`src/rtl/sato_pkg.sv`:
```
// Shared types and constants for the load-segment address translator.
// Holds the in/out word structs, the table entry type and the code constants.
// No dependencies.
package sato_pkg;

  localparam int MaxSegments = 16;
  localparam int SegIdxW     = (MaxSegments > 1) ? $clog2(MaxSegments) : 1;
  localparam int SegCountW   = 5;
  localparam int CntW        = ($clog2(MaxSegments + 1) > SegCountW) ?
                               $clog2(MaxSegments + 1) : SegCountW;
  localparam int AddrW       = 64;
  localparam int CfgIdxW     = 1;
  localparam int CfgDataW    = 64;

  // Request codes
  localparam logic ReqWrite     = 1'b0;
  localparam logic ReqTranslate = 1'b1;

  // Result status codes
  localparam logic [1:0] StTranslated = 2'd0;
  localparam logic [1:0] StNotFound   = 2'd1;
  localparam logic [1:0] StWritten    = 2'd2;

  // Configuration register indexes
  localparam logic [CfgIdxW-1:0] CfgSegCount   = 1'b0;
  localparam logic [CfgIdxW-1:0] CfgPageOffset = 1'b1;

  typedef struct packed {
    logic             req_type;
    logic [3:0]       entry_index;
    logic [AddrW-1:0] seg_base;
    logic [AddrW-1:0] seg_length;
    logic [AddrW-1:0] seg_file_pos;
    logic [AddrW-1:0] lookup_addr;
    logic [AddrW-1:0] phys_addr;
    logic             phys_given;
  } in_t;

  typedef struct packed {
    logic [1:0]       status;
    logic [AddrW-1:0] file_pos;
    logic             used_fallback;
  } out_t;

  // One stored segment; wraps is set when base + length carries out of 64 bits
  typedef struct packed {
    logic [AddrW-1:0] base;
    logic [AddrW-1:0] length;
    logic [AddrW-1:0] file_pos;
    logic             wraps;
  } seg_entry_t;

  // Result of one range check by the shared compare unit
  typedef struct packed {
    logic             hit;
    logic [AddrW-1:0] diff;
  } match_t;

endpackage

```
`src/rtl/sato_seg_ram.sv`:
```
// Segment table storage: one write port, one read port with registered data.
// Depends on sato_pkg.
module sato_seg_ram (
  input  logic                         clk_i,
  input  logic                         we_i,
  input  logic [sato_pkg::SegIdxW-1:0] waddr_i,
  input  sato_pkg::seg_entry_t         wdata_i,
  input  logic                         re_i,
  input  logic [sato_pkg::SegIdxW-1:0] raddr_i,
  output sato_pkg::seg_entry_t         rdata_o
);
  import sato_pkg::*;

  seg_entry_t mem [MaxSegments];
  seg_entry_t rdata_q;

  always_ff @(posedge clk_i) begin
    if (we_i) begin
      mem[waddr_i] <= wdata_i;
    end
    if (re_i) begin
      rdata_q <= mem[raddr_i];
    end
  end

  assign rdata_o = rdata_q;

endmodule

```
`config.mk`:
```
export PLATFORM = sky130hd
export DESIGN_NAME = sato_seg_ram
export DESIGN_NICKNAME = d
export VERILOG_FILES = /design/src/rtl/sato_pkg.sv /design/src/rtl/sato_seg_ram.sv
export SDC_FILE = /design/constraint.sdc
export NUM_CORES = 2
export LEC_CHECK = 0
export ABC_AREA = 1
export BUFFER_PORTS_ARGS = -buffer_cell sky130_fd_sc_hd__buf_2
export CAP_MARGIN = 25
export CORE_MARGIN = 8
export CORE_UTILIZATION = 50
export DETAILED_ROUTE_END_ITERATION = 12
export PLACE_DENSITY = 0.74
export SLEW_MARGIN = 20
export SYNTH_ARGS = -nofsm -noshare
export SYNTH_HDL_FRONTEND = slang
export SYNTH_SLANG_ARGS = --single-unit
```
`constraint.sdc`:
```
create_clock -name clk_i -period 11.25 [get_ports clk_i]
set_input_delay 0.5625 -clock clk_i [delete_from_list [all_inputs] [get_ports clk_i]]
set_output_delay 0.5625 -clock clk_i [all_outputs]
set_load 0.1 [all_outputs]
```
; After elaboration in Yosys (flattened, before gate mapping)
; Memories as Yosys holds them, arrays and structs flattened. A register that Yosys moved wholly into a read port is not among the register bits.
; Cells that the tools add are included.
[totals]
register_bits = 0
latchBits = 0
ram_bits = 3088
romBits = 0
inputBits = 204
elab_cells = 3
mem_count = 1
[op_classes]
addsub = 0
multipliers = 0
n_div = 0
magnitude_cmp = 0
n_eq_ne = 0
shifts = 0
mux = 2
bitwise = 0
reduce_logical = 0
[mem_list]
columns = memory, words, word_bits, rd, rd_clocked_by_memory_dff, write_ports, line
row1 = mem, 16, 193, 1, 1, 1, sato_seg_ram.sv:14  ; seg_entry_t mem [MaxSegments];
[ops]
columns = op, n
row1 = $mux W1, 2

; Longest topological paths before layout
[logic_depth]
ltp_word = 2
depth_mapped = 11
depth_no_buf = 7

; Worst setup path before layout
; No wires, ideal clock.
[synth_path]
kind = input-to-reg
start = input waddr_i[2] (netlist bit)
end = memory mem[10][0] (netlist bit), enable pin
setup_time_ns = 0.750
arrival_time_ns = 8.780
t_required_ns = 10.500
slack_ns = 1.720
path_stages = 2
path_cell_list = nand3b_1 nor2_1
[synth_lines]
columns = element, line
row1 = from (decl), sato_seg_ram.sv:6  ; input logic [sato_pkg::SegIdxW-1:0] waddr_i,
row2 = to (decl), sato_seg_ram.sv:14
; No word-level cell before the write port.

==> impl_metrics.json <==
{
  "ys_warn_count": 0,
  "p_leak_nw": 59.9,
  "synth_area_leaders": "edfxtp_1 73%, nand2_1 12%, nand3_1 8.2%",
  "cts_buffer_depth": 4,
  "rsz0062_at_grt": "no",
  "area_delta_synth_final_pct": 12.0,
  "crit_required_ps": 11840,
  "routed_wl_um": 337000,
  "nets": 12200,
  "drive_above_1_share_pct": 8.42,
  "vdd_drop_max_v": 0.000139,
  "synth_cell_types": 15,
  "netlist_instances": 11700,
  "status": "complete, no violations",
  "p_per_area_nw_per_um2": 176,
  "die-area_um2": 285000,
  "yosys.area.top_type_share_pct": 73.4,
  "syn_area_um2": 134000,
  "drc": 0,
  "final_cells": 15900,
  "grt_pass1_wl_um": 503000,
  "crit_chain": "buf_12, buf_12, buf_4, buf_4, buf_12, nand2_1, nand3_1, nand3_1, nand3_1, nand2_1",
  "ant_nets": 0,
  "crit_path_max_incr_delay_ps": 790,
  "grt_pass1_vias": 83000,
  "hp-class": "in2reg",
  "synth-edff-count": 3281,
  "cts_tree": "yes",
  "post_cts_buffers": 0,
  "grt_usage_pct": 22.8,
  "final_area_um2": 150000,
  "rows": 190,
  "path_clk_slew_ps": 60,
  "core_area_um2": 267000,
  "setup_violations": 0,
  "clock_latency_ps": 910,
  "rrSetupSlack_ps": 9910,
  "synth_top_flop_cell": "edfxtp_1",
  "async_reset_ff_share_pct": 0,
  "port_buffers": 396,
  "syn_nets": 11900,
  "io_pins": 397,
  "ys_top_cells_by_count": "4245 x nand2_1, 3281 x edfxtp_1, 2205 x nand3_1, 1286 x inv_1, 365 x buf_2",
  "dp_cells": 15200,
  "finalSetupTns_ps": 0,
  "die_h_um": 534,
  "critical-path-slowest-cell": "buf_4",
  "cts_resized": 0,
  "drv_slew": 0,
  "cts-root-buf": "clkbuf_16",
  "hpwl_um": 157000,
  "cts.sinks": 3281,
  "crit_type": "in2reg",
  "cp-start-kind": "primary input",
  "syn_avg_cell_area_um2": 11.4,
  "crit_path_end_kind": "register",
  "htree_levels": 5,
  "relSlewSlack_pct": 22.9,
  "start_util_pct": 50.2,
  "crit_arrival_ps": 4940,
  "die_w_um": 534,
  "timing.fmax_mhz": 230,
  "drv_cap": 0,
  "tightestPinTransition_ps": 1160,
  "antenna_found_initial": 74,
  "cp_max_fo": 214,
  "period_minus_slack_ps": 4350,
  "finalCritPeriodShare_pct": 38.7,
  "fin_worst_skew_ps": 85.5,
  "gr-total-overflow": 0,
  "dr_total_vias": 86600,
  "drtIter0Drc": 9560,
  "synth.most_common_cell": "nand2_1",
  "dpl_cell_area_um2": 139000,
  "first_pass_iters": 6,
  "seq_area_frac_synth_pct": 73.4,
  "vias_per_cell": 5.45,
  "yosys.area.top_type": "edfxtp_1",
  "wire_per_inst_um": 21.2,
  "gp_congestion": 0.751,
  "grt_max_degree": 215,
  "cts_buffers": 339,
  "hold_viol": 0,
  "synth_seq_cells": 3281
}
## cell type report
class / instances / area [um^2]
fill: 21100 / 117000
sequential: 3281 / 98500
multi-input combinational: 6506 / 27400
clock buffer: 414 / 8810
inverter: 1289 / 4880
tap: 3552 / 4440
timing repair buffer: 612 / 4390
clock inverter: 183 / 1710
antenna: 44 / 110
## worst paths after layout
check              start            to  cells after the start
min reg2reg   mem[8][41]   rdata_o[41]                      6
max reg2reg   mem[12][8]    rdata_o[8]                      5
max           raddr_i[0]  rdata_o[169]                     10
min          wdata_i[82]    mem[7][82]                      1
## cell families (layout without fill, tap and decap cells)
| group | Yosys count | count (layout) | share of synthesized area (%) |
|---|---|---|---|
| DFF | 3281 | 3281 | 73.4 |
| other | 0 | 44 | 0 |
| and+or+nand+nor | 6506 | 6506 | 20.3 |
| buffers and inverters | 1931 | 2498 | 6.22 |
## sequential cells by signal, summed over array words and instances, names as in the netlist
register	flops
mem	3088
rdata_o	193
## through the flow
| step | worst slack, ps | hold slack [ps] | power [mW] | util (%) |
|---|---|---|---|---|
| 3_5_place_dp | 6240 | 706 | 16.0 | 51.9 |
| 2_1_floorplan | 1720 | 661 | 15.4 | - |
| 3_3_place_gp | 6310 | 699 | 16.0 | 51.8 |
| 6_report | 6900 | 66.6 | 26.5 | 56.2 |
| 5_1_grt | 6760 | 20.9 | 27.3 | 56.2 |
| 4_1_cts | 7200 | 0.0296 | 26.6 | 56.1 |
## metal layers
layer | GRT usage (%) | share of wire, % | vias to the layer above
met2 | 37.3 | 47 | 4244
met4 | 7.87 | 3.3 | 28
met5 | 0 | 0.051 | -
met1 | 31.0 | 40 | 41700
li1 | - | - | 39800
met3 | 4.14 | 9.6 | 742
## report_power, final
part           total, mW  switching, mW  internal [mW]
Combinational       1.93           1.51          0.416
Clock               10.7           4.61           6.10
Sequential          13.9         0.0954           13.8
## cells in the final DEF, fill, tap and decap left out, drive strengths merged
cell	instances
buf	529
bufinv	22
clkbuf	414
clkinv	145
clkinvlp	7
diode	44
dlygate4sd3	83
edfxtp	3281
inv	1298
nand2	4245
nand3	2205
nand3b	2
nor2	17
or2	37
## what timing repair did
| action | 4_1_cts | 5_1_grt |
|---|---|---|
| hold endpoints to repair | 911 | 0 |
| hold buffers | 83 | 0 |
| setup endpoints to repair | 0 | 0 |
## worst max-delay path, delay by kind of cell
family	cells	cell delay, ps
buffers and inverters	5	3180
AND/OR/NAND/NOR	5	560
Note: power is estimated with default switching activity, not from simulation.
