===== src/rtl/sato_pkg.sv =====
// Shared types and constants for the load-segment address translator.
// Holds the in/out word structs, the table entry type and the code constants.
// No dependencies.
package sato_pkg;

  localparam int MaxSegments = 16;
  localparam int SegIdxW     = (MaxSegments > 1) ? $clog2(MaxSegments) : 1;
  localparam int SegCountW   = 5;
  localparam int CntW        = ($clog2(MaxSegments + 1) > SegCountW) ?
                               $clog2(MaxSegments + 1) : SegCountW;
  localparam int AddrW       = 64;
  localparam int CfgIdxW     = 1;
  localparam int CfgDataW    = 64;

  // Request codes
  localparam logic ReqWrite     = 1'b0;
  localparam logic ReqTranslate = 1'b1;

  // Result status codes
  localparam logic [1:0] StTranslated = 2'd0;
  localparam logic [1:0] StNotFound   = 2'd1;
  localparam logic [1:0] StWritten    = 2'd2;

  // Configuration register indexes
  localparam logic [CfgIdxW-1:0] CfgSegCount   = 1'b0;
  localparam logic [CfgIdxW-1:0] CfgPageOffset = 1'b1;

  typedef struct packed {
    logic             req_type;
    logic [3:0]       entry_index;
    logic [AddrW-1:0] seg_base;
    logic [AddrW-1:0] seg_length;
    logic [AddrW-1:0] seg_file_pos;
    logic [AddrW-1:0] lookup_addr;
    logic [AddrW-1:0] phys_addr;
    logic             phys_given;
  } in_t;

  typedef struct packed {
    logic [1:0]       status;
    logic [AddrW-1:0] file_pos;
    logic             used_fallback;
  } out_t;

  // One stored segment; wraps is set when base + length carries out of 64 bits
  typedef struct packed {
    logic [AddrW-1:0] base;
    logic [AddrW-1:0] length;
    logic [AddrW-1:0] file_pos;
    logic             wraps;
  } seg_entry_t;

  // Result of one range check by the shared compare unit
  typedef struct packed {
    logic             hit;
    logic [AddrW-1:0] diff;
  } match_t;

endpackage


===== src/rtl/sato_range_unit.sv =====
// Shared range check: does addr fall inside one segment, and how far in.
// Depends on sato_pkg.
module sato_range_unit (
  input  logic [sato_pkg::AddrW-1:0] addr_i,
  input  sato_pkg::seg_entry_t       entry_i,
  output sato_pkg::match_t           match_o
);
  import sato_pkg::*;

  logic [AddrW:0] sub;

  // borrow out of addr - base means addr is below base
  assign sub = {1'b0, addr_i} - {1'b0, entry_i.base};

  // With addr >= base, addr < base + length is diff < length unless the end wraps
  assign match_o.hit  = !sub[AddrW] && !entry_i.wraps && (sub[AddrW-1:0] < entry_i.length);
  assign match_o.diff = sub[AddrW-1:0];

endmodule

===== config.mk =====
export PLATFORM = sky130hd
export DESIGN_NAME = sato_range_unit
export DESIGN_NICKNAME = d
export VERILOG_FILES = /design/src/rtl/sato_pkg.sv /design/src/rtl/sato_range_unit.sv
export SDC_FILE = /design/constraint.sdc
export NUM_CORES = 1
export LEC_CHECK = 0
export BUFFER_PORTS_ARGS = -buffer_cell sky130_fd_sc_hd__buf_2
export CAP_MARGIN = 20
export CORE_AREA = 2 2 126 128
export DETAILED_ROUTE_END_ITERATION = 8
export DIE_AREA = 0 0 128 130
export GPL_ROUTABILITY_DRIVEN = 0
export PLACE_DENSITY = 0.68
export SETUP_SLACK_MARGIN = 0.4
export SLEW_MARGIN = 5
export SYNTH_ARGS = -nofsm -noshare
export SYNTH_HDL_FRONTEND = slang
export SYNTH_SLANG_ARGS = --single-unit

===== constraint.sdc =====
create_clock -name vclk -period 5.5
set_input_delay 0.275 -clock vclk [all_inputs]
set_output_delay 0.275 -clock vclk [all_outputs]
set_load 0.02 [all_outputs]

# [Yosys cells after proc, flatten, opt, wreduce, memory -nomap -nowiden]
# Cells that the tools add are included.
[op_classes] addsub=1 n_reduce_logical=4 n_lt_le_gt_ge=1
[ops] operator="$sub 64x64->65" count=1
[ops] operator="$lt 64x64->1" count=1
[ops] operator="$logic_and 1x1->1" count=2
[ops] operator="$logic_not 1->1" count=2
[totals] output_inout_bits=65 word_cells=6 input_bits=257 reg_bits=0

# [Longest topological paths before layout]
# Gate-level depths: netlist (run 1).
[depth] word_depth=4 ltp_mapped=23

# [Worst setup path after synthesis (run 1)]
# Ideal clock, no wire load.
[synth_path] path_kind="input-to-output" from="input entry_i[146] in the netlist's numbering" to="output match_o[64] in the netlist's numbering" t_required_ns=5.225 cell_stages=21 t_arrival_ns=4.404 path_buffers=1 path_slack_ns=0.821 path_cell_list="inv_1 ha_1 buf_2 and4_1 nand3_1 or3_1 o21ai_0 o2111ai_1 a211oi_1 nor3_1 nor3_1 ha_1 a21o_1 a21o_1 a21o_1 a21o_1 a21oi_1 nor2b_1 o21ai_0 o311a_1 o221a_2"
[synth_lines] item="from (decl)" line="sato_range_unit.sv:5" text="input sato_pkg::seg_entry_t entry_i,"
[synth_lines] item="to (decl)" line="sato_range_unit.sv:6" text="output sato_pkg::match_t match_o"

==> results of run 1 <==
==> power by group through the flow <==
stage,Clock (mW),Combinational (mW),Sequential (mW)
final,0.0000000244,1.15,0
after global routing,0.0000000244,1.28,0
after CTS,0,1.10,0
after detailed placement,0,1.09,0
after global placement,0,1.08,0
after floorplan,0,0.743,0
==> through the flow <==
step	hold slack (ps)	power [mW]	util (%)	area, µm²	setup WS [ps]
finish	944	1.15	48.1	7420	623
global route	979	1.28	48.1	7420	379
CTS	929	1.10	46.1	7110	420
detailed placement	927	1.09	45.8	7070	102
global placement	928	1.08	45.8	7070	243
floorplan	750	0.743	-	5530	821
==> final timing paths <==
path / end / slack, ps / cells past startpoint
worst max-delay path: match_o[64] / 620 / 24
worst min-delay path: match_o[0] / 940 / 4
==> synthesized netlist by cell type (all sizes together), types with 2 or more instances <==
library cell  instances
o31ai                 4
o2bb2ai               2
xnor2                27
xor2                 30
nand4                30
nand2b                8
ha                  127
o2111ai               2
and2                  4
a211oi               11
a21oi                78
a31oi                13
o21ai                47
o221ai                3
o21bai               11
nor4                  5
nand3                20
buf                   8
o211ai                5
a31o                  3
and3                  4
o21a                  6
nor2b                 6
nand2                64
or3                   4
a21boi                2
clkbuf               14
inv                 148
and4                  5
a21o                 53
nor3                 12
a211o                 3
o41ai                 2
a2111oi               3
nor2                 50
mux2i                 2
a41oi                 2
==> repair_timing <==
action                     4_1_cts  5_1_grt
buffers inserted                 0        8
setup endpoints to repair        1        1
gates resized for setup         10       49
pin swaps                        2       17
==> area by class of cell <==
type / count / share of cell area [%]
multi-input cells: 663 / 69.4
repair buffers: 280 / 19.9
inverters: 148 / 7.48
well taps: 192 / 3.24
diodes: 1 / 0.0337
==> per-layer routing <==
metal / vias up / track usage, % / share of wire (%)
met3: 13 / 2.50 / 6.8
met1: 2986 / 27.2 / 47
met5: - / 0 / 0.072
met4: 2 / 1.94 / 0.93
li1: 3475 / - / -
met2: 214 / 34.6 / 45
==> critical path, cell delays in order <==
cell       delay [ps]
buf_2              80
inv_1              60
ha_4              300
a21oi_1           100
buf_4             150
o21ai_1            70
nand2_1           110
or3_1             370
o21ai_2           230
o2111ai_2         200
a31oi_2           290
nor2_1             80
xnor2_1           240
ha_1              300
a21o_1            160
a21o_1            180
a21oi_2           150
o21ai_2            90
a2111oi_2         350
buf_4             170
nand2_1            50
a31oi_2           210
o221a_2           250
buf_6             120
==> kinds of logic after synthesis <==
logic type               Yosys count
AND/OR/NAND/NOR                  217
buffers and inverters            170
adder cells (fa/ha/maj)          128
AO/OA/AOI/OAI                    259
XOR/XNOR                          57
multiplexers                       2
==> impl_metrics.json, run 1 <==
{
  "grt_max_degree": 12,
  "nFillCells": 1655,
  "hold_class": "primary input to output port",
  "pin_count": 322,
  "synth.distinct_cells": 60,
  "power_frac_seq_pct": 0,
  "clockBufferCount": 0,
  "hp-start": "entry_i[129]",
  "max_freq_ghz": 0.205,
  "crit_type": "primary input to output port",
  "multiInputGateArea_mm2": 0.00515,
  "leakagePower_nw": 4.24,
  "drv_cap": 0,
  "coreArea_mm2": 0.0154,
  "cp-end-kind": "output port",
  "syn_to_final_growth_pct": 34.3,
  "synth.area.mux_share_pct": 0.362,
  "outcome": "finished, final reports clean",
  "finalWirelength_mm": 18.0,
  "dp_hpwl_mm": 16.0,
  "path_max_fanout": 5,
  "startpoint_type": "primary input",
  "row_count": 46,
  "io_buffers": 258,
  "synthCells": 833,
  "p_int_mw": 0.481,
  "switching_share_pct": 58.4,
  "final_antenna_net_count": 0,
  "synth-simple-area-share_pct": 19.1,
  "hold_buffers": 0,
  "crit_arrival_ps": 4600,
  "dp_cells": 1275,
  "drt_first_pass_iters": 5,
  "fin_crit_ps": 4880,
  "die_height_um": 130,
  "ys_top_cells_by_area": "ha_1, inv_1, a21o_1",
  "finalSetupTns_ps": 0,
  "maxSlewHeadroom_pct": 68.5,
  "powerDensity_mw_per_mm2": 156,
  "setup_viol": 0,
  "antenna_found_initial": 2,
  "nets": 1478,
  "slew_viol_final": 0,
  "mostFrequentLayoutCells": "buf_2, inv_1, ha_1",
  "rsz0062_at_grt": "no",
  "regArea_um2": 0,
  "gr-total-overflow": 0,
  "viasPerCell": 5.21,
  "required_ps": 5220,
  "min_period_over_period_pct": 88.7,
  "comb_power_share_pct": 100.0,
  "track_usage_pct": 19.8,
  "yosys.area.top_type_share_pct": 28.7,
  "route.detailed.wl_per_inst_um": 14.0,
  "grt_pass1_vias": 6162,
  "synth_top_family_by_area": "compound AO/OA/AOI/OAI gates",
  "drt_iter0_drc": 320,
  "syn_area_mm2": 0.00553,
  "num_vias": 6690,
  "grt_pass1_wl_mm": 27.8,
  "synth_compound_area_share_pct": 30.7,
  "synth_xor_area_share_pct": 9.03,
  "irDropWorstVdd_uv": 79.1,
  "synth_warnings": 0,
  "finalHoldViolCount": 0,
  "seq_cell_count": 0,
  "synthAdderAreaFrac_pct": 29.1,
  "final_cells": 1284,
  "die_area_mm2": 0.0166,
  "drc_errors": 0,
  "p_sw_mw": 0.674,
  "synth_area_per_cell_um2": 6.64,
  "p_clk_share_pct": 0,
  "ys_seq_area_share_pct": 0,
  "drive_above_1_share_pct": 30.2,
  "tightest_slew_ps": 468,
  "die_w_um": 128,
  "synth_nets": 1218,
  "critPathLaunch": "entry_i[142]",
  "initial_utilization_pct": 35.8,
  "mostFrequentLayoutCell": "buf_2",
  "yosys.area.top_type": "ha_1"
}
No activity file was read; power rests on OpenSTA's default activity.
==> run 2, diff against run 1 <==
Settings changed: BUFFER_PORTS_ARGS -buffer_cell sky130_fd_sc_hd__buf_2 to default, CORE_AREA 2 2 126 128 to 2 2 125 127, DIE_AREA 0 0 128 130 to 0 0 127 129, DONT_BUFFER_PORTS from default to 1, PLACE_DENSITY 0.68 to default.
==> impl_metrics.json, run 2 (synthesis gave the netlist of run 1 again) <==
{
  "die_w_um": 127,
  "drv_cap": 0,
  "hold_class": "primary input to output port",
  "coreArea_mm2": 0.0150,
  "hold_buffers": 0,
  "setup_viol": 0,
  "rsz0062_at_grt": "no",
  "power_frac_seq_pct": 0,
  "antenna_cells": 0,
  "min_period_over_period_pct": 88.5,
  "outcome": "finished, final reports clean",
  "comb_power_share_pct": 100.0,
  "drt_first_pass_iters": 5,
  "crit_type": "primary input to output port",
  "grt_max_degree": 12,
  "track_usage_pct": 18.9,
  "maxSlewHeadroom_pct": 48.2,
  "p_sw_mw": 0.628,
  "route.detailed.wl_per_inst_um": 16.0,
  "drive_above_1_share_pct": 9.05,
  "pin_count": 322,
  "final_antenna_net_count": 0,
  "path_max_fanout": 6,
  "p_int_mw": 0.399,
  "irDropWorstVdd_uv": 66.2,
  "max_freq_ghz": 0.205,
  "leakagePower_nw": 3.36,
  "viasPerCell": 5.50,
  "cp-end-kind": "output port",
  "required_ps": 5220,
  "regArea_um2": 0,
  "finalHoldViolCount": 0,
  "initial_utilization_pct": 36.9,
  "seq_cell_count": 0,
  "p_total_mw": 1.03,
  "startpoint_type": "primary input",
  "whs_path_depth": 2,
  "p_clk_share_pct": 0,
  "mostFrequentLayoutCell": "inv_1",
  "drt_iter0_drc": 331,
  "grt_pass1_wl_mm": 25.8,
  "grt_pass1_vias": 5250,
  "syn_to_final_growth_pct": 11.4,
  "hp-start": "entry_i[129]",
  "tightest_slew_ps": 772,
  "powerDensity_mw_per_mm2": 167,
  "mostFrequentLayoutCells": "inv_1, ha_1, a21oi_1",
  "clockBufferCount": 0,
  "io_buffers": 0,
  "antenna_found_initial": 1,
  "num_vias": 5780,
  "nets": 1249,
  "drc_errors": 0,
  "fin_crit_ps": 4870,
  "row_count": 45,
  "dp_hpwl_mm": 15.2,
  "finalSetupTns_ps": 0,
  "switching_share_pct": 61.1,
  "gr-total-overflow": 0,
  "crit_arrival_ps": 4590,
  "slew_viol_final": 0,
  "die_area_mm2": 0.0164,
  "finalWirelength_mm": 16.8,
  "whs_endpoint": "match_o[0]",
  "die_height_um": 129
}
## run 2: cell types whose count changed in the layout (fill, tap and decap cells not counted), sizes merged
cell	previous run	this run
buf	280	51
diode	1	0
## run 2: worst max path at each step
stage / cells past startpoint / end / slack (ps) / from
detailed placement: 23 / match_o[64] / 260 / entry_i[157]
floorplan: 21 / match_o[64] / 820 / entry_i[146]
CTS: 24 / match_o[64] / 400 / addr_i[0]
finish: 24 / match_o[64] / 630 / addr_i[0]
global placement: 22 / match_o[64] / 240 / entry_i[148]
global route: 24 / match_o[64] / 400 / addr_i[0]
## run 2: power by group through the flow
stage	Sequential (mW)	Combinational (mW)	Clock (mW)
floorplan	0	0.743	0
global placement	0	1.00	0
detailed placement	0	1.01	0
CTS	0	1.01	0
global route	0	1.15	0
finish	0	1.03	0
## run 2: final cells by class
class,instances,area (µm²)
fill,1649,8820
inverter,148,556
multi-input combinational,663,4980
tap,188,235
timing repair buffer,51,383
## run 2: per-stage QoR
stage,hold slack [ps],instance area (µm²),util [%],worst slack (ps),cells
after floorplan,750,5530,-,821,833
after global placement,770,6040,40.3,240,1048
final,766,6160,41.1,634,1050
after CTS,772,6050,40.4,402,1048
after global routing,779,6160,41.1,402,1050
after detailed placement,765,6040,40.3,260,1048
## run 2: what timing repair did
item	CTS	global route
setup buffers	0	2
resized for setup	4	20
endpoints found under the setup margin	1	1
pin swaps	1	3
## run 2: critical path: stages
cell and delay (ps):
inv_1 40, ha_1 150, inv_1 50, fa_1 430
a211oi_2 310, nor4b_2 90, nor2_2 240, o41ai_2 100
buf_4 160, nand2_1 90, o2111ai_4 210, a21oi_4 300
nand2_1 100, xor2_1 250, ha_1 260, a21o_1 160
a21o_1 170, a21o_1 160, a21o_1 160, a21oi_1 140
nor2b_1 60, o21ai_1 190, o311a_1 220, o221a_4 230
## run 2: routing by layer
| layer | share of wire (%) | routed length (µm) | global-route usage [%] |
|---|---|---|---|
| met1 | 48 | 8050 | 27.6 |
| met3 | 7.6 | 1280 | 3.49 |
| met2 | 44 | 7460 | 30.8 |
| met5 | 0.095 | 16 | 0 |
| met4 | 0.18 | 31 | 0.259 |
